--- src/hdl/mandelbrot_escape_time_core_defines.svh ---
// Assertion macros used by the escape-time core controller.
`ifndef MANDELBROT_ESCAPE_TIME_CORE_DEFINES_SVH
`define MANDELBROT_ESCAPE_TIME_CORE_DEFINES_SVH

// Same-cycle implication, disabled while reset is asserted.
`define MET_ASSERT_IMPL(lbl, clk, rst_n, ante, cons, msg) \
  lbl: assert property (@(posedge clk) disable iff (!rst_n) (ante) |-> (cons)) \
    else $error(msg);

// Next-cycle implication, disabled while reset is asserted.
`define MET_ASSERT_NEXT(lbl, clk, rst_n, ante, cons, msg) \
  lbl: assert property (@(posedge clk) disable iff (!rst_n) (ante) |=> (cons)) \
    else $error(msg);

`endif

--- src/hdl/met_pkg.sv ---
// Types, constants and helpers of the escape-time core.
package met_pkg;

  localparam int COORD_BITS = 32;
  localparam int FRAC_BITS  = 27;
  localparam int MAX_SIDE   = 4096;
  localparam int IDX_W      = 12;
  localparam int ITER_W     = 16;
  localparam int CFG_ADDR_W = 3;
  localparam int CFG_DATA_W = 32;
  localparam int PROD_C_W   = IDX_W + 1 + COORD_BITS;  // index times step
  localparam int SUM_W      = PROD_C_W + 2;            // wide enough for every pre-saturation sum
  localparam int SQ_W       = 2 * COORD_BITS;

  localparam logic signed [COORD_BITS-1:0] TWO_Q27     = COORD_BITS'(64'sd1 <<< (FRAC_BITS + 1));
  localparam logic signed [COORD_BITS-1:0] NEG_TWO_Q27 = -TWO_Q27;
  localparam logic signed [SQ_W:0]         FOUR_Q54    = (SQ_W + 1)'(1) <<< (2 * FRAC_BITS + 2);

  localparam logic [ITER_W-1:0]            MAX_ITERS_RST  = ITER_W'(255);
  localparam logic signed [COORD_BITS-1:0] LEFT_EDGE_RST  = COORD_BITS'(-32'sd268435456);
  localparam logic signed [COORD_BITS-1:0] LOWER_EDGE_RST = COORD_BITS'(-32'sd268435456);
  localparam logic signed [COORD_BITS-1:0] X_STEP_RST     = COORD_BITS'(32'sd524288);
  localparam logic signed [COORD_BITS-1:0] Y_STEP_RST     = COORD_BITS'(32'sd524288);

  typedef enum logic [CFG_ADDR_W-1:0] {
    CFG_MAX_ITERS  = 3'd0,
    CFG_LEFT_EDGE  = 3'd1,
    CFG_LOWER_EDGE = 3'd2,
    CFG_X_STEP     = 3'd3,
    CFG_Y_STEP     = 3'd4
  } cfg_reg_e;

  typedef enum logic [2:0] {
    ST_IDLE,
    ST_C_MUL,
    ST_C_ADD,
    ST_IT_MUL,
    ST_IT_SUM,
    ST_IT_UPD,
    ST_DONE
  } state_e;

  typedef struct packed {
    logic [IDX_W-1:0] column;
    logic [IDX_W-1:0] pixel_row;
  } pixel_in_t;

  typedef struct packed {
    logic [ITER_W-1:0] iteration_count;
    logic [IDX_W-1:0]  out_column;
    logic [IDX_W-1:0]  out_row;
  } pixel_out_t;

  typedef struct packed {
    logic [ITER_W-1:0]            max_iters;
    logic signed [COORD_BITS-1:0] left_edge;
    logic signed [COORD_BITS-1:0] lower_edge;
    logic signed [COORD_BITS-1:0] x_step;
    logic signed [COORD_BITS-1:0] y_step;
  } cfg_t;

  typedef struct packed {
    logic load;
    logic c_mul;
    logic c_add;
    logic it_mul;
    logic it_sum;
    logic it_upd;
  } dp_cmd_t;

  typedef struct packed {
    logic iter_done;
    logic escaped;
  } dp_status_t;

  // Clamp a wide signed value into the coordinate range.
  function automatic logic signed [COORD_BITS-1:0] sat_coord(
    input logic signed [SUM_W-1:0] v
  );
    logic fits;
    fits = (v[SUM_W-1:COORD_BITS-1] == '0) || (v[SUM_W-1:COORD_BITS-1] == '1);
    if (fits) begin
      return v[COORD_BITS-1:0];
    end else if (v[SUM_W-1]) begin
      return {1'b1, {(COORD_BITS-1){1'b0}}};
    end else begin
      return {1'b0, {(COORD_BITS-1){1'b1}}};
    end
  endfunction

endpackage

--- src/hdl/met_ctrl.sv ---
// Controller: sequences setup and the iteration loop of one pixel.
module met_ctrl import met_pkg::*; (
  input  logic       clk_i,
  input  logic       rst_ni,
  input  logic       start_i,
  input  dp_status_t status_i,
  output dp_cmd_t    cmd_o,
  output logic       busy_o,
  output logic       done_o
);

  `include "mandelbrot_escape_time_core_defines.svh"

  state_e state_q, state_d;

  always_comb begin
    state_d = state_q;
    case (state_q)
      ST_IDLE:   if (start_i) state_d = ST_C_MUL;
      ST_C_MUL:  state_d = ST_C_ADD;
      ST_C_ADD:  state_d = ST_IT_MUL;
      ST_IT_MUL: state_d = status_i.iter_done ? ST_DONE : ST_IT_SUM;
      ST_IT_SUM: state_d = status_i.escaped ? ST_DONE : ST_IT_UPD;
      ST_IT_UPD: state_d = ST_IT_MUL;
      ST_DONE:   state_d = ST_IDLE;
      default:   state_d = ST_IDLE;
    endcase
  end

  always_comb begin
    cmd_o  = '0;
    busy_o = 1'b1;
    done_o = 1'b0;
    case (state_q)
      ST_IDLE: begin
        busy_o     = 1'b0;
        cmd_o.load = start_i;
      end
      ST_C_MUL:  cmd_o.c_mul  = 1'b1;
      ST_C_ADD:  cmd_o.c_add  = 1'b1;
      ST_IT_MUL: cmd_o.it_mul = 1'b1;
      ST_IT_SUM: cmd_o.it_sum = 1'b1;
      ST_IT_UPD: cmd_o.it_upd = 1'b1;
      ST_DONE:   done_o       = 1'b1;
      default:   busy_o       = 1'b1;
    endcase
  end

  always_ff @(posedge clk_i or negedge rst_ni) begin
    if (!rst_ni) begin
      state_q <= ST_IDLE;
    end else begin
      state_q <= state_d;
    end
  end

  `MET_ASSERT_IMPL(a_cmd_onehot, clk_i, rst_ni, 1'b1, $onehot0(cmd_o), "datapath commands overlap")
  `MET_ASSERT_NEXT(a_accept_busy, clk_i, rst_ni, start_i && !busy_o, busy_o && !done_o, "accepted beat did not start work")
  `MET_ASSERT_NEXT(a_escape_done, clk_i, rst_ni, (state_q == ST_IT_SUM) && status_i.escaped, done_o, "escape did not finish the pixel")
  `MET_ASSERT_NEXT(a_done_idle, clk_i, rst_ni, done_o, !busy_o, "core stayed busy after result")

endmodule

--- config.mk ---
export PLATFORM = sky130hd
export DESIGN_NAME = met_ctrl
export DESIGN_NICKNAME = d
export VERILOG_FILES = /design/src/hdl/met_pkg.sv /design/src/hdl/met_ctrl.sv
export VERILOG_INCLUDE_DIRS = /design/src /design/src/hdl
export SDC_FILE = /design/constraint.sdc
export NUM_CORES = 1
export LEC_CHECK = 0
export BUFFER_PORTS_ARGS = -buffer_cell sky130_fd_sc_hd__buf_2
export CORE_AREA = 2 2 39 41
export CTS_CLUSTER_DIAMETER = 30
export CTS_CLUSTER_SIZE = 12
export DETAILED_ROUTE_END_ITERATION = 8
export DIE_AREA = 0 0 41 43
export GPL_TIMING_DRIVEN = 0
export PLACE_DENSITY = 0.34
export SYNTH_ARGS = -nofsm -noshare
export SYNTH_HDL_FRONTEND = slang
export SYNTH_SLANG_ARGS = --single-unit
--- constraint.sdc ---
create_clock -name clk_i -period 3.1 [get_ports clk_i]
set_clock_uncertainty 0.05 [all_clocks]
set_input_delay 0.465 -clock clk_i [delete_from_list [all_inputs] [get_ports clk_i]]
set_output_delay 0.465 -clock clk_i [all_outputs]
set_load 0.03 [all_outputs]
[Yosys cells after proc, flatten, opt, wreduce, memory -nomap -nowiden]
Index checks and enable logic that the tools add are counted.
Cells by class
  magnitude comparators: 0
  div/mod/pow operators: 0
  add/sub/neg operators: 0
  shift operators: 0
  reductions and logical operators: 2
  muxes and demuxes: 12
  multiply operators: 0
  equality and inequality tests: 7
  bitwise logic cells: 0
Operators with widths (count)
  one-hot mux 3 bit (5 select lines): 1
  equality test 3 bit, second input constant: 3
  2-to-1 mux 1 bit: 8
  equality test 3 x 2 -> 1 bit, second input constant: 2
  2-to-1 mux 2 bit: 2
  equality test 3 x 1 -> 1 bit, second input constant: 1
  zero test 3 bit: 1
  2-to-1 mux 3 bit: 1
  inequality test 2 bit, second input constant: 1
  OR reduction 2 bit: 1
Word-level totals
  word-level logic and storage cells: 22
  bits in writable memories: 0
  output and inout port bits: 8
  bits in read-only memories: 0
  bits in registers: 3
  bits in latches: 0
  input port bits: 5
  memories: 0

[Longest topological paths before layout]
  depth in word-level cells: 3
  mapped depth: 4
  gate-level depth less buffers: 3

[Worst setup path before layout]
No wires, ideal clock.
  path kind: register -> output
  start point: register state_q[1]
  end point: output port cmd_o[1] (netlist name)
  data arrival time: 1.256 ns
  slack: 1.329 ns
  stages on the path, launching flop included: 3
  required time: 2.585 ns
  buffers on the path: 1
  path through: dfrtp_1 -> buf_6 -> nor3b_1
RTL lines
  start: declaration: line met_ctrl.sv:14  | state_e state_q, state_d;
  start signal: assignment: line met_ctrl.sv:53  | state_q <= state_d;
  end: declaration: line met_ctrl.sv:7  | output dp_cmd_t cmd_o,

==> metrics.md <==
| Metric | Value |
|---|---|
| Detailed placer's ending HPWL | 378 um |
| Ys Warns | 0 |
| Worst path bufs/invs | 2 |
| Async SR Flop Fraction | 1.00 |
| Slowest cell on the critical path | sky130_fd_sc_hd__dfrtp_1 |
| Crit path capture type | output port |
| Static leakage power | 0.170 nW |
| Clock share of power | 0.174 |
| Largest area contributor in the netlist | sky130_fd_sc_hd__dfrtp_1 |
| Clock input transition at the sequential cells of the worst setup and hold paths | 0.04 ns |
| Initial standard-cell utilization of the core | 0.155 |
| Via count of the first global-routing pass | 201 |
| Final-report hold violation count | 0 |
| Synthesized area per cell | 9.30 um^2 |
| Unique masters post-synth | 17 |
| Total power density per cell area | 1190 mW/mm^2 |
| Setup Crit Path Kind | flop to output port |
| Final WS setup | 1.20 ns |
| Top cells by count, synth | sky130_fd_sc_hd__dfrtp_1 (3), sky130_fd_sc_hd__nor3b_1 (3), sky130_fd_sc_hd__a21oi_1 (2), sky130_fd_sc_hd__nor3_1 (2) |
| Final layout net count | 46 |
| Hold path depth | 3 |
| Max VDD drop | 0.371 mV |
| Sequential-to-total area share from yosys stat | 0.351 |
| Critical R2R Launch | state_q[0] |
| Overflow after GRT | 0 |
| Leading post-synthesis cells by cell area | sky130_fd_sc_hd__dfrtp_1 (35%), sky130_fd_sc_hd__nor3b_1 (11%), sky130_fd_sc_hd__nor3b_2 (5.8%) |
| Fin. max-slew vios | 0 |
| WP data required | 2.58 ns |
| Detailed-router iteration count before antenna repair | 2 |
| Reg2Reg Setup Slack | 2.10 ns |
| Reg2Reg Capture Point | state_q[2] |
| X dimension of the die | 41 um |
| Number of placement rows | 14 |
| Largest net degree at the start of global routing | 11 |
| Post-synthesis net count | 28 |
| Worst hold slack | 0.488 ns |
| Number of maximum-capacitance constraint violations | 0 |
| Sw Ratio | 0.486 |
| Placed Instances | 51 |
| Setup fix buffers added after clock tree synthesis | 0 |
| Type of the tightest min-delay check | input pin to flop |
| Wire length of the first global-routing pass | 834 um |
| Number of antenna diodes | 0 |
| Share of the core filled with cells | 0.239 |
| Critical path, cell by cell | buf_6, or3_4, nor2_2, buf_2 |
| Most common flop cell mapped by yosys | sky130_fd_sc_hd__dfrtp_1 |
| Worst Min Path Start | status_i[0] |
| Max transition margin | 0.863 |
| Placed Area | 294 um^2 |
| Post-synthesis cell count | 23 |
| Post-synth top area share | 0.351 |
| Worst-case reg-to-reg path depth | 3 |
| Period minus WS final | 1.90 ns |
| P_int | 0.202 mW |
| Slew @ Worst Pin | 0.205 ns |
| Final cell area excluding filler cells | 330 um^2 |
| Remaining DRCs | 0 |
| Outcome | finished clean |
| Highest attainable clock frequency | 0.526 GHz |
| Routed Antenna Nets | 0 |
| Final Routed Wirelength | 541 um |
| Post-Syn Area | 214 um^2 |
| Register with the most flip-flops | state_q |
| Number of clock sinks seen by CTS | 3 |
| Number of vias in the routed layout | 218 |
| Vertical extent of the die | 43 um |
| Flip-flop count of the largest register, all copies and words added | 3 |
| Combinational Power Share | 0.632 |
| Worst-Skew Late Latency | 0.23 ns |
| Number of ports placed on the die boundary | 13 |
| Core Box Area | 0.00138 mm^2 |
| Worst path top cell family by delay | simple AND/OR/NAND/NOR gates |
| Num CTS Buffers | 3 |
| Via density per instance | 3.89 |
| Number of flops mapped to enable cells by yosys | 0 |
| Die Outline Area | 0.00176 mm^2 |
| Overall fraction of global-route tracks in use | 0.0743 |
| Max stage delay on crit path | 0.38 ns |
| Arrival time of data at the critical path endpoint | 1.39 ns |
| Type of element launching the critical path | flop |
| Accumulated negative setup slack | 0 ns |
| Number of instances resized during post-cts repair | 0 |
| Worst Hold End | state_q[1] |
| Crit share post-route | 0.613 |
| Final cell count without fillers | 56 |
| Maximum clock insertion buffer count | 2 |
| Final estimated routing congestion in global placement | 0.652 |
| Synthesis-stage register bit count | 3 |
| Pre-CTS WS | 1.45 ns |
| Total setup violations reported at the end of the flow | 0 |
| Overall power consumption | 0.392 mW |
| Syn-to-layout area delta | 54.4% |
| Maximum fanout along the worst path | 10 |
| Initial antenna violation count | 0 |
| Port bufs | 12 |
| Clock H-tree levels | 1 |
| Fraction of power consumed by sequential logic | 0.193 |
| Unrepaired setup endpoints after global routing | false |
| Cts hold-fix bufs | 1 |
| DR WL/cell | 9.66 um |
| Fraction of layout instances using a drive strength above 1 | 0.550 |
| Largest registers ranked by flip-flop count | state_q x3 |
| Root Buffer | sky130_fd_sc_hd__clkbuf_4 |
| NetSw | 0.191 mW |
| DRT iter0 DRCs | 1 |
| TritonCTS clock tree | done |
worst min-delay path, delay by kind of cell:
family | cells | cell delay (ns)
AOI/OAI and AO/OA | 2 | 0.17
buffers and inverters | 1 | 0.09
cells by family (layout without fill, tap and decap cells):
| family | Yosys count | after routing | synth area share |
|---|---|---|---|
| buffers and inverters | 4 | 21 | 0.123 |
| flip-flops | 3 | 3 | 0.351 |
| AND/OR/NAND/NOR | 11 | 11 | 0.374 |
| AO/OA/AOI/OAI | 5 | 5 | 0.152 |
placed cells by master (no fill, tap or decap), drive strengths merged:
cell type	synthesis	layout
nor3b	4	4
a211oi	1	1
nor3	2	2
clkbuf	0	4
dlygate4sd3	0	1
buf	2	14
nor2	2	2
or2	1	1
and3	1	1
inv	2	2
dfrtp	3	3
o21bai	1	1
or3	1	1
a21o	1	1
a21oi	2	2
layer usage:
metal  global-route usage  wire length (um)  vias to the layer above
met5                    0                 0                        -
met4               0.0200                 0                        0
met3               0.0628                44                        0
met2                0.100               271                        7
met1               0.0868               225                       97
li1                     -                 -                      114
power groups by stage:
stage | Combinational (mW) | Sequential (mW) | Clock [mW]
after floorplan | 0.196 | 0.0719 | 0
after global placement | 0.249 | 0.0756 | 0
after detailed placement | 0.248 | 0.0759 | 0
after CTS | 0.251 | 0.0771 | 0.0729
after global routing | 0.273 | 0.0777 | 0.0776
final | 0.248 | 0.0759 | 0.0684
layout make-up:
| cell class | count | area [um^2] |
|---|---|---|
| fillers | 166 | 1050 |
| multi-input cells | 16 | 113 |
| flip-flops and latches | 3 | 75.1 |
| repair buffers | 13 | 70.1 |
| clock buffers | 4 | 26.3 |
| well taps | 16 | 20.0 |
| plain buffers | 2 | 18.8 |
| inverters | 2 | 7.51 |
worst max-delay path by stage:
stage | slack, ns | end | cells past startpoint | startpoint
floorplan | 1.33 | cmd_o[1] | 2 | state_q[1]
global placement | 1.46 | cmd_o[5] | 4 | state_q[1]
detailed placement | 1.45 | cmd_o[5] | 4 | state_q[1]
CTS | 1.18 | cmd_o[5] | 4 | state_q[1]
global route | 1.14 | cmd_o[5] | 4 | state_q[1]
finish | 1.20 | cmd_o[5] | 4 | state_q[1]
No activity file was read; power rests on OpenSTA's default activity.
