**src/hdl/mandelbrot_escape_time_core_defines.svh**
```systemverilog
// Assertion macros used by the escape-time core controller.
`ifndef MANDELBROT_ESCAPE_TIME_CORE_DEFINES_SVH
`define MANDELBROT_ESCAPE_TIME_CORE_DEFINES_SVH

// Same-cycle implication, disabled while reset is asserted.
`define MET_ASSERT_IMPL(lbl, clk, rst_n, ante, cons, msg) \
  lbl: assert property (@(posedge clk) disable iff (!rst_n) (ante) |-> (cons)) \
    else $error(msg);

// Next-cycle implication, disabled while reset is asserted.
`define MET_ASSERT_NEXT(lbl, clk, rst_n, ante, cons, msg) \
  lbl: assert property (@(posedge clk) disable iff (!rst_n) (ante) |=> (cons)) \
    else $error(msg);

`endif

```
**src/hdl/met_pkg.sv**
```systemverilog
// Types, constants and helpers of the escape-time core.
package met_pkg;

  localparam int COORD_BITS = 32;
  localparam int FRAC_BITS  = 27;
  localparam int MAX_SIDE   = 4096;
  localparam int IDX_W      = 12;
  localparam int ITER_W     = 16;
  localparam int CFG_ADDR_W = 3;
  localparam int CFG_DATA_W = 32;
  localparam int PROD_C_W   = IDX_W + 1 + COORD_BITS;  // index times step
  localparam int SUM_W      = PROD_C_W + 2;            // wide enough for every pre-saturation sum
  localparam int SQ_W       = 2 * COORD_BITS;

  localparam logic signed [COORD_BITS-1:0] TWO_Q27     = COORD_BITS'(64'sd1 <<< (FRAC_BITS + 1));
  localparam logic signed [COORD_BITS-1:0] NEG_TWO_Q27 = -TWO_Q27;
  localparam logic signed [SQ_W:0]         FOUR_Q54    = (SQ_W + 1)'(1) <<< (2 * FRAC_BITS + 2);

  localparam logic [ITER_W-1:0]            MAX_ITERS_RST  = ITER_W'(255);
  localparam logic signed [COORD_BITS-1:0] LEFT_EDGE_RST  = COORD_BITS'(-32'sd268435456);
  localparam logic signed [COORD_BITS-1:0] LOWER_EDGE_RST = COORD_BITS'(-32'sd268435456);
  localparam logic signed [COORD_BITS-1:0] X_STEP_RST     = COORD_BITS'(32'sd524288);
  localparam logic signed [COORD_BITS-1:0] Y_STEP_RST     = COORD_BITS'(32'sd524288);

  typedef enum logic [CFG_ADDR_W-1:0] {
    CFG_MAX_ITERS  = 3'd0,
    CFG_LEFT_EDGE  = 3'd1,
    CFG_LOWER_EDGE = 3'd2,
    CFG_X_STEP     = 3'd3,
    CFG_Y_STEP     = 3'd4
  } cfg_reg_e;

  typedef enum logic [2:0] {
    ST_IDLE,
    ST_C_MUL,
    ST_C_ADD,
    ST_IT_MUL,
    ST_IT_SUM,
    ST_IT_UPD,
    ST_DONE
  } state_e;

  typedef struct packed {
    logic [IDX_W-1:0] column;
    logic [IDX_W-1:0] pixel_row;
  } pixel_in_t;

  typedef struct packed {
    logic [ITER_W-1:0] iteration_count;
    logic [IDX_W-1:0]  out_column;
    logic [IDX_W-1:0]  out_row;
  } pixel_out_t;

  typedef struct packed {
    logic [ITER_W-1:0]            max_iters;
    logic signed [COORD_BITS-1:0] left_edge;
    logic signed [COORD_BITS-1:0] lower_edge;
    logic signed [COORD_BITS-1:0] x_step;
    logic signed [COORD_BITS-1:0] y_step;
  } cfg_t;

  typedef struct packed {
    logic load;
    logic c_mul;
    logic c_add;
    logic it_mul;
    logic it_sum;
    logic it_upd;
  } dp_cmd_t;

  typedef struct packed {
    logic iter_done;
    logic escaped;
  } dp_status_t;

  // Clamp a wide signed value into the coordinate range.
  function automatic logic signed [COORD_BITS-1:0] sat_coord(
    input logic signed [SUM_W-1:0] v
  );
    logic fits;
    fits = (v[SUM_W-1:COORD_BITS-1] == '0) || (v[SUM_W-1:COORD_BITS-1] == '1);
    if (fits) begin
      return v[COORD_BITS-1:0];
    end else if (v[SUM_W-1]) begin
      return {1'b1, {(COORD_BITS-1){1'b0}}};
    end else begin
      return {1'b0, {(COORD_BITS-1){1'b1}}};
    end
  endfunction

endpackage

```
**src/hdl/met_cfg_regs.sv**
```systemverilog
// Configuration register file of the escape-time core.
module met_cfg_regs import met_pkg::*; (
  input  logic                  clk_i,
  input  logic                  rst_ni,
  input  logic                  cfg_we_i,
  input  logic [CFG_ADDR_W-1:0] cfg_addr_i,
  input  logic [CFG_DATA_W-1:0] cfg_wdata_i,
  output cfg_t                  cfg_o
);

  cfg_t cfg_q, cfg_d;

  always_comb begin
    cfg_d = cfg_q;
    if (cfg_we_i) begin
      case (cfg_reg_e'(cfg_addr_i))
        CFG_MAX_ITERS:  cfg_d.max_iters  = cfg_wdata_i[ITER_W-1:0];
        CFG_LEFT_EDGE:  cfg_d.left_edge  = cfg_wdata_i[COORD_BITS-1:0];
        CFG_LOWER_EDGE: cfg_d.lower_edge = cfg_wdata_i[COORD_BITS-1:0];
        CFG_X_STEP:     cfg_d.x_step     = cfg_wdata_i[COORD_BITS-1:0];
        CFG_Y_STEP:     cfg_d.y_step     = cfg_wdata_i[COORD_BITS-1:0];
        default:        cfg_d = cfg_q;  // unmapped index: drop
      endcase
    end
  end

  always_ff @(posedge clk_i or negedge rst_ni) begin
    if (!rst_ni) begin
      cfg_q.max_iters  <= MAX_ITERS_RST;
      cfg_q.left_edge  <= LEFT_EDGE_RST;
      cfg_q.lower_edge <= LOWER_EDGE_RST;
      cfg_q.x_step     <= X_STEP_RST;
      cfg_q.y_step     <= Y_STEP_RST;
    end else begin
      cfg_q <= cfg_d;
    end
  end

  assign cfg_o = cfg_q;

endmodule

```
**config.mk**
```make
export PLATFORM = sky130hd
export DESIGN_NAME = met_cfg_regs
export DESIGN_NICKNAME = d
export VERILOG_FILES = /design/src/hdl/mandelbrot_escape_time_core_defines.svh /design/src/hdl/met_pkg.sv /design/src/hdl/met_cfg_regs.sv
export SDC_FILE = /design/constraint.sdc
export NUM_CORES = 1
export LEC_CHECK = 0
export BUFFER_PORTS_ARGS = -buffer_cell sky130_fd_sc_hd__buf_2
export CORE_MARGIN = 4
export CORE_UTILIZATION = 54
export CTS_CLUSTER_DIAMETER = 200
export DETAILED_ROUTE_END_ITERATION = 10
export GPL_TIMING_DRIVEN = 0
export PLACE_DENSITY_LB_ADDON = 0.25
export SYNTH_ARGS = -nofsm -noshare
export SYNTH_HDL_FRONTEND = slang
export SYNTH_SLANG_ARGS = --single-unit
export TNS_END_PERCENT = 1
```
**constraint.sdc**
```tcl
create_clock -name clk_i -period 1.4 [get_ports clk_i]
set_input_delay 0.07 -clock clk_i [delete_from_list [all_inputs] [get_ports clk_i]]
set_output_delay 0.07 -clock clk_i [all_outputs]
set_load 0.01 [all_outputs]
```
# == After elaboration in Yosys (flattened, before gate mapping) ==
# Cells that the tools add are included.
# totals
register_bits,144
out_inout_bits,144
word_cells,15
# classes
n_eq_ne,4
reduce_logical,6
# op_table
op,n
$reduce_and A2 Y1,5
$eq A3 B2 Y1 const B,2
$eq A3 B1 Y1 const B,1
$eq A3 B3 Y1 const B,1
$logic_not A3 Y1,1

# == Longest topological paths before layout ==
# Gate-level depths: netlist of the first run.
# logic_depth
ltp_word,2
mapped_depth,4
mapped_depth_nobuf,2

# == Worst setup path before layout of the first run ==
# No wires, ideal clock.
# synth_path
path_kind,input to register
startpoint,in cfg_addr_i[0]
endpoint,"reg cfg_q, in the netlist cfg_o[139]"
setup_time_ps,125
arrival_time_ps,1030
required_ps,1275
slack_ps,245
stages,3
cell_sequence,nor4b_4 > buf_6 > mux2_2
# synth_via
elab_chain_len,2
# synth_rtl
element,line_no,rtl
"start, declared",met_cfg_regs.sv:6,"input logic [CFG_ADDR_W-1:0] cfg_addr_i,"
$logic_not A3 Y1,met_cfg_regs.sv:16,case (cfg_reg_e'(cfg_addr_i))
$reduce_and A2 Y1 (no source line),n/a,
"end signal, assigned",met_cfg_regs.sv:35,cfg_q <= cfg_d;
"end, declared",met_cfg_regs.sv:11,"cfg_t cfg_q, cfg_d;"
# No other way between the ends.
# A chain may end at the register's enable or synchronous reset.

# == Worst setup path in the final report of the first run ==
# layout_path
startpoint,"reg cfg_q, in the netlist cfg_o[124]"
endpoint,out cfg_o[124] in the netlist's numbering
# layout_lines
element,line_no,rtl
"end, declared",met_cfg_regs.sv:8,output cfg_t cfg_o
# No word-level cell between the ends.

==> results of run 1 <==
[cell families (layout without fill, tap and decap cells)]
group,after synthesis,after routing,share of synthesized area
buffers and inverters,16,263,0.02414
multiplexers,144,144,0.2980
AND/OR/NAND/NOR,5,5,0.01150
flip-flops,144,144,0.6664
[cell type report]
class / count / area share
plain buffers: 16 / 0.01762
multi-input cells: 149 / 0.2258
flip-flops and latches: 144 / 0.4862
well taps: 133 / 0.02232
clock buffers: 22 / 0.05940
repair buffers: 215 / 0.1703
clock inverters: 10 / 0.01829
[stage by stage]
step / instance area, um2 / total power [mW] / setup TNS [ns] / instances
after floorplan: 5441 / 6.980 / 0 / 309
after global placement: 6514 / 8.237 / -215.22 / 623
after detailed placement: 6548 / 8.373 / -1.195 / 624
after CTS: 7457 / 12.84 / 0 / 689
after global routing: 7457 / 13.35 / 0 / 689
final: 7457 / 12.70 / 0 / 689
[placed cells by master (no fill, tap or decap), types with 2 or more instances in the layout]
cell           Yosys  routed
buf_2              6     186
mux2_2           136     136
dfrtp_1          126     126
dlygate4sd3_1      0      33
dfstp_2           18      18
clkbuf_16          0      16
buf_6              7       8
mux2_1             8       8
clkbuf_1           0       4
clkinv_2           0       4
nor4bb_1           3       3
buf_4              3       3
clkinv_4           0       3
bufinv_16          0       3
clkbuf_8           0       2
[tightest hold or removal path, stage by stage]
cell     delay [ns]
buf_2          0.14
nor4b_4        0.09
mux2_2         0.22
[report_power, final]
part	switching [mW]	total [mW]	internal, mW
combinational	1.32	2.73	1.41
clock	1.59	4.34	2.76
sequential	0.461	5.63	5.17
[cells in the mapped netlist]
cell and n:
buf_2 6, buf_4 3, buf_6 7, dfrtp_1 126, dfstp_2 18, mux2_1 8, mux2_2 136, nand4b_1 1
nor4b_4 1, nor4bb_1 3
[layer usage]
layer / up-vias / GRT usage / part of all wire
li1: 1573 / - / -
met1: 1759 / 0.2595 / 0.39
met2: 123 / 0.3925 / 0.52
met3: 13 / 0.08716 / 0.075
met4: 0 / 0.06943 / 0.016
met5: - / 0 / 0
[path summary, 6_finish.rpt]
check,from,to,slack [ns],cells past startpoint
min in group asynchronous,rst_ni,cfg_o[59],0.13,2
hold / removal,cfg_addr_i[1],cfg_o[136],0.05,3
setup reg to reg,cfg_o[12],cfg_o[12],0.60,1
max in group asynchronous,rst_ni,cfg_o[131],0.46,3
hold reg to reg,cfg_o[71],cfg_o[71],0.48,1
setup / recovery,cfg_o[124],cfg_o[124],0.15,1
==> results.json, run 1 <==
{
  "critical_path.top_delay_family": "flip-flops",
  "synth_cells": 309,
  "worstPathArrival_ns": 1.18,
  "grt_max_degree": 83,
  "final_layout_size_suffix_gt1_frac": 0.6853,
  "place_congestion": 0.7456,
  "cp.buffers_inverters": 1,
  "hpwl_um": 8535,
  "slowest_delay_ns": 0.54,
  "grt_setup_unrepaired": "no",
  "synth_area_leaders": "dfrtp_1 58%, mux2_2 28%, dfstp_2 8.7%",
  "nFillCells": 616,
  "port_buffers": 181,
  "ios": 182,
  "hold_buffers": 33,
  "synthesis.area_per_instance_um2": 17.61,
  "fin_ws_ns": 0.1502,
  "ys_seq_area_frac": 0.6664,
  "syn_to_final_growth_pct": 37.04,
  "coreArea_um2": 9774,
  "synth_top_area_frac": 0.5794,
  "worst_hold_slack_ns": 0.04733,
  "post_cts.repair.setup_buffers": 0,
  "largest_register_ffs": 144,
  "placementRows": 36,
  "dpl_worst_slack_ns": -0.1454,
  "antenna_found_initial": 0,
  "cp_cell_sequence": "buf_2",
  "tritoncts": "yes",
  "start_kind": "register",
  "postRouteAntennaNets": 0,
  "grt_overflow": 0,
  "root_buffer": "clkbuf_8",
  "power.density_nw_per_um2": 1703,
  "h-tree-depth": 4,
  "synth-seq-cells": 144,
  "multi_input_area_um2": 1684,
  "slowest_stage": "dfstp_2",
  "avgRoutedWirePerCell_um": 18.21,
  "drtIter0Drc": 107,
  "synth_area_leader_cell": "dfrtp_1",
  "synth_nets": 347,
  "outcome": "completed",
  "synth_area_um2": 5441,
  "crit_required_ns": 1.33,
  "critical_path_class": "register to output port",
  "die_w_um": 108.4,
  "grt_pass1_vias": 3750,
  "drc": 0,
  "vias": 3468,
  "start_util": 0.5567,
  "dr.pass1.iters": 4,
  "path_clk_slew_ns": 0.06,
  "tightest_slew_ns": 0.5689,
  "num_antenna_cells": 0,
  "yosysUniqueCellTypes": 10,
  "hp-class": "input pin to register",
  "regArea_um2": 3626,
  "grt_pass1_wl_um": 19710,
  "max_cap_violations": 0,
  "post-route-period-util": 0.8927,
  "clock_latency_ns": 0.50,
  "max_freq_mhz": 800.1,
  "die_h_um": 108.4,
  "critPathCaptureType": "output port",
  "ys_warn_count": 0,
  "maxSlewViolCount": 0,
  "slew_headroom": 0.6191,
  "postLayoutCoreUtil": 0.7629,
  "min_period_ns": 1.250,
  "power_leakage_nw": 3.561,
  "cts.repair.resized": 0,
  "clock_path_buffers": 2,
  "wirelength_um": 12550,
  "cts_buffers": 17,
  "clock_sinks": 144,
  "crit_path_max_fanout": 2,
  "grtUsageTotal": 0.2262,
  "avgViaCountPerCell": 5.033,
  "nets": 581,
  "finalHoldViolations": 0,
  "ir_worst_vdd_mv": 1.001,
  "die-area_um2": 11750,
  "setup_viol_count_final": 0,
  "fin_skew_ns": 0
}
No activity file was read; power rests on OpenSTA's default activity.
==> run 2, diff against run 1 <==
CTS_BUF_LIST = sky130_fd_sc_hd__clkbuf_16   (was unset)
==> run 2 against run 1 <==
Effect of this change:
- power is 0.12% higher
- sequential share of layout area hardly changed
- clock power hardly changed
- combinational power hardly changed
- global-route usage hardly changed
- utilization hardly changed
- wire length hardly changed
- setup slack better by 0.098 ns
- clock skew stayed put
- worst hold slack better by 0.10 ns
- register-to-register slack hardly changed
- critical path type unchanged
==> results.json, run 2 (synthesized netlist as in run 1, its figures left out) <==
{
  "antenna_found_initial": 0,
  "finalHoldViolations": 0,
  "critical_path_class": "register to output port",
  "nets": 581,
  "hp-class": "input pin to register",
  "intPower_mw": 9.339,
  "dr_wl_met2_um": 6495,
  "drtIter0Drc": 78,
  "path_clk_slew_ns": 0.06,
  "final_layout_size_suffix_gt1_frac": 0.6835,
  "wirelength_um": 12540,
  "power.density_nw_per_um2": 1705,
  "start_util": 0.5567,
  "regToRegSetupSlack_ns": 0.60,
  "setup_viol_count_final": 0,
  "outcome": "completed",
  "avgViaCountPerCell": 5.010,
  "post-route-period-util": 0.8226,
  "h-tree-depth": 4,
  "slew_headroom": 0.6101,
  "vias": 3452,
  "start_kind": "register",
  "worstPathArrival_ns": 1.08,
  "total_power_mw": 12.72,
  "coreArea_um2": 9774,
  "mostFrequentLayoutCell": "buf_2",
  "crit_required_ns": 1.33,
  "max_cap_violations": 0,
  "die_h_um": 108.4,
  "worst_hold_slack_ns": 0.1507,
  "grt_overflow": 0,
  "cp.buffers_inverters": 1,
  "cts.repair.resized": 0,
  "die-area_um2": 11750,
  "num_antenna_cells": 0,
  "maxSlewViolCount": 0,
  "critical_path.top_delay_family": "flip-flops",
  "cp_cell_sequence": "buf_2",
  "tightest_slew_ns": 0.5823,
  "setup_tns_ns": 0,
  "placementRows": 36,
  "min_period_ns": 1.152,
  "root_buffer": "clkbuf_16",
  "avgRoutedWirePerCell_um": 18.20,
  "multi_input_area_um2": 1684,
  "grt_pass1_wl_um": 19700,
  "highest_layer": "met4",
  "power_leakage_nw": 3.577,
  "clock_latency_ns": 0.40,
  "critPathCaptureType": "output port",
  "dr.pass1.iters": 5,
  "largest_register_ffs": 144,
  "clock_sinks": 144,
  "hpwl_um": 8535,
  "postLayoutCoreUtil": 0.7631,
  "p_seq_frac": 0.443,
  "ir_worst_vdd_mv": 1.006,
  "die_w_um": 108.4,
  "cts_buffers": 17,
  "fin_skew_ns": 0,
  "place_congestion": 0.7456,
  "clock_power_share": 0.343,
  "postRouteAntennaNets": 0,
  "p_comb_frac": 0.215,
  "grt_setup_unrepaired": "no",
  "slowest_delay_ns": 0.54,
  "nFillCells": 615,
  "drc": 0,
  "ios": 182,
  "clock_path_buffers": 2,
  "wl_met1_um": 4960,
  "grt_pass1_vias": 3753,
  "port_buffers": 181,
  "slowest_stage": "dfstp_2",
  "tritoncts": "yes",
  "max_freq_mhz": 868.3,
  "crit_path_max_fanout": 2,
  "syn_to_final_growth_pct": 37.07,
  "layout_common_cells": "186 x buf_2, 136 x mux2_2, 126 x dfrtp_1",
  "switchingPower_mw": 3.377,
  "wl_met3_um": 914,
  "grtUsageTotal": 0.2263,
  "regArea_um2": 3626,
  "grt_max_degree": 83,
  "p_sw_frac": 0.2656
}
[run 2: cell types whose count changed in the layout (fill, tap and decap cells not counted)]
cell / before / now
clkbuf_16: 16 / 17
clkbuf_8: 2 / 0
clkbuf_1: 4 / 0
inv_1: 0 / 4
clkinv_1: 0 / 1
[run 2: path summary, 6_finish.rpt]
path,cells after the start,endpoint,start
setup / recovery,1,cfg_o[124],cfg_o[124]
hold / removal,3,cfg_o[136],cfg_addr_i[1]
setup reg to reg,1,cfg_o[12],cfg_o[12]
hold reg to reg,1,cfg_o[71],cfg_o[71]
max in group asynchronous,3,cfg_o[131],rst_ni
min in group asynchronous,2,cfg_o[59],rst_ni
[run 2: final cells by class]
class | count | share of cell area
tap | 133 | 0.02231
clock inverter | 15 | 0.02080
multi-input combinational | 149 | 0.2258
timing repair buffer | 215 | 0.1703
buffer | 16 | 0.01761
clock buffer | 17 | 0.05704
sequential | 144 | 0.4862
[run 2: metrics by stage]
step / setup slack (ns) / cells / instance area (um2)
final: 0.2484 / 689 / 7458
after global routing: 0.2064 / 689 / 7458
after CTS: 0.2389 / 689 / 7458
after detailed placement: -0.1454 / 624 / 6548
after global placement: -1.593 / 623 / 6514
after floorplan: 0.2451 / 309 / 5441
[run 2: per-layer routing]
layer | vias to the layer above | GRT usage
met2 | 120 | 0.3925
met5 | - | 0
met4 | 0 | 0.06673
li1 | 1575 | -
met1 | 1745 | 0.2599
met3 | 12 | 0.08896
[run 2: power groups by stage]
stage | Combinational [mW] | Clock [mW] | Sequential [mW]
after floorplan | 0.864 | 0 | 6.12
after global placement | 2.61 | 0 | 5.62
after detailed placement | 2.69 | 0 | 5.68
after CTS | 2.78 | 4.43 | 5.63
after global routing | 2.96 | 4.65 | 5.74
final | 2.73 | 4.36 | 5.63
[run 2: what timing repair did]
item                      in CTS  in global routing
buffers inserted               0                  0
hold buffers                  33                  0
hold endpoints to repair     201                  0
==> run 3, diff against run 2 <==
CORE_UTILIZATION = 50   (was 54)
clock period = 1.15 ns   (was 1.4 ns; I/O delays follow)
==> run 3 against run 2 <==
Effect of this change:
- power grew 28%
- via count down 1.2%
- critical path depth stayed put
- global-route usage fell by 1.7 points
- setup slack worse by 0.21 ns
- combinational power grew 24%
- register-to-register slack worse by 0.25 ns
- clock skew unchanged
- largest power group unchanged
==> results.json, run 3 (synthesized netlist as in run 1, its figures left out) <==
{
  "drtIter0Drc": 156,
  "avgViaCountPerCell": 4.926,
  "grt_setup_unrepaired": "no",
  "tritoncts": "yes",
  "hpwl_um": 8497,
  "start_kind": "register",
  "place_congestion": 0.7374,
  "antenna_found_initial": 0,
  "postRouteAntennaNets": 0,
  "placementRows": 37,
  "vias": 3409,
  "start_util": 0.5201,
  "crit_required_ns": 1.09,
  "critPathCaptureType": "output port",
  "final_cell_area_um2": 7586,
  "layout_common_cells": "174 x buf_2, 136 x mux2_2, 126 x dfrtp_1",
  "clock_sinks": 144,
  "finalHoldViolations": 0,
  "placed_cell_area_um2": 6551,
  "syn_to_final_growth_pct": 39.41,
  "fin_skew_ns": 0,
  "power.density_nw_per_um2": 2142,
  "port_buffers": 181,
  "h-tree-depth": 4,
  "num_antenna_cells": 0,
  "clock_latency_ns": 0.40,
  "die_h_um": 112.3,
  "path_clk_slew_ns": 0.06,
  "die-area_um2": 12620,
  "mostFrequentLayoutCell": "buf_2",
  "die_w_um": 112.3,
  "maxSlewViolCount": 0,
  "crit_path_max_fanout": 2,
  "wirelength_um": 12490,
  "total_power_mw": 16.25,
  "ir_worst_vdd_mv": 1.228,
  "grt_overflow": 0,
  "max_cap_violations": 0,
  "hp-class": "input pin to async pin",
  "fin_ws_ns": 0.03359,
  "slowest_delay_ns": 0.52,
  "largest_register_ffs": 144,
  "dpl_worst_slack_ns": -0.3608,
  "tightest_slew_ns": 0.5682,
  "dr.pass1.iters": 6,
  "power_leakage_nw": 3.610,
  "grtUsageTotal": 0.2095,
  "cp_cell_sequence": "buf_2",
  "setup_viol_count_final": 0,
  "cp.buffers_inverters": 1,
  "grt_max_degree": 108,
  "grt_pass1_vias": 3789,
  "slew_headroom": 0.6196,
  "clock_path_buffers": 2,
  "outcome": "completed",
  "avgRoutedWirePerCell_um": 18.04,
  "critical_path_class": "register to output port",
  "max_freq_mhz": 895.7,
  "drc": 0,
  "grt_pass1_wl_um": 20620,
  "nets": 581,
  "root_buffer": "clkbuf_16",
  "final_layout_size_suffix_gt1_frac": 0.6817,
  "critical_path.top_delay_family": "flip-flops",
  "post_cts.repair.setup_buffers": 0,
  "post-route-period-util": 0.9708,
  "slowest_stage": "dfstp_2",
  "coreArea_um2": 10460,
  "worstPathArrival_ns": 1.06,
  "ios": 182,
  "cts_buffers": 17,
  "min_period_ns": 1.116
}
run 3: cell types whose count changed in the layout (fill, tap and decap cells not counted), sizes merged:
cell	before	now
clkinv	8	4
inv	4	3
clkinvlp	0	2
bufinv	3	6
run 3: cell type report:
cell class                 instances  area [um2]
clock inverter                    15       226.5
sequential                       144        3626
timing repair buffer             215        1323
tap                              136       170.2
buffer                            16       131.4
multi-input combinational        149        1684
clock buffer                      17       425.4
fill                             708        2877
run 3: worst paths after layout:
kind,from,endpoint,slack (ns),cells past startpoint
min in group clk_i,cfg_addr_i[2],cfg_o[138],0.14,3
worst min-delay path,rst_ni,cfg_o[58],0.11,2
worst max register to register,cfg_o[45],cfg_o[45],0.35,1
max in group asynchronous,rst_ni,cfg_o[93],0.20,3
worst max-delay path,cfg_o[95],cfg_o[95],0.03,1
worst min register to register,cfg_o[67],cfg_o[67],0.49,1
run 3: stage by stage:
step | utilization | hold WS (ns) | instances | setup TNS [ns]
finish | 0.7251 | 0.1114 | 692 | 0
global route | 0.7251 | 0.1315 | 692 | 0
CTS | 0.7203 | 0.1059 | 692 | 0
detailed placement | 0.6262 | -0.02365 | 627 | -27.95
global placement | 0.6229 | 0.3276 | 626 | -276.60
floorplan | - | -0.2381 | 309 | 0
run 3: metal layers:
metal | vias up | wire [um] | GRT usage
met5 | - | 0 | 0
met1 | 1705 | 5191 | 0.2608
met4 | 0 | 136 | 0.06490
met3 | 10 | 826 | 0.06631
met2 | 114 | 6330 | 0.3516
li1 | 1580 | - | -
run 3: what timing repair did:
action / 4_1_cts / 5_1_grt
hold endpoints to repair: 183 / 0
gates resized for setup: 1 / 11
setup endpoints to repair: 1 / 11
hold buffers: 33 / 0
run 3: power by group:
part / internal [mW] / switching [mW]
Combinational: 1.80 / 1.59
Clock: 4.02 / 1.99
Sequential: 6.29 / 0.564
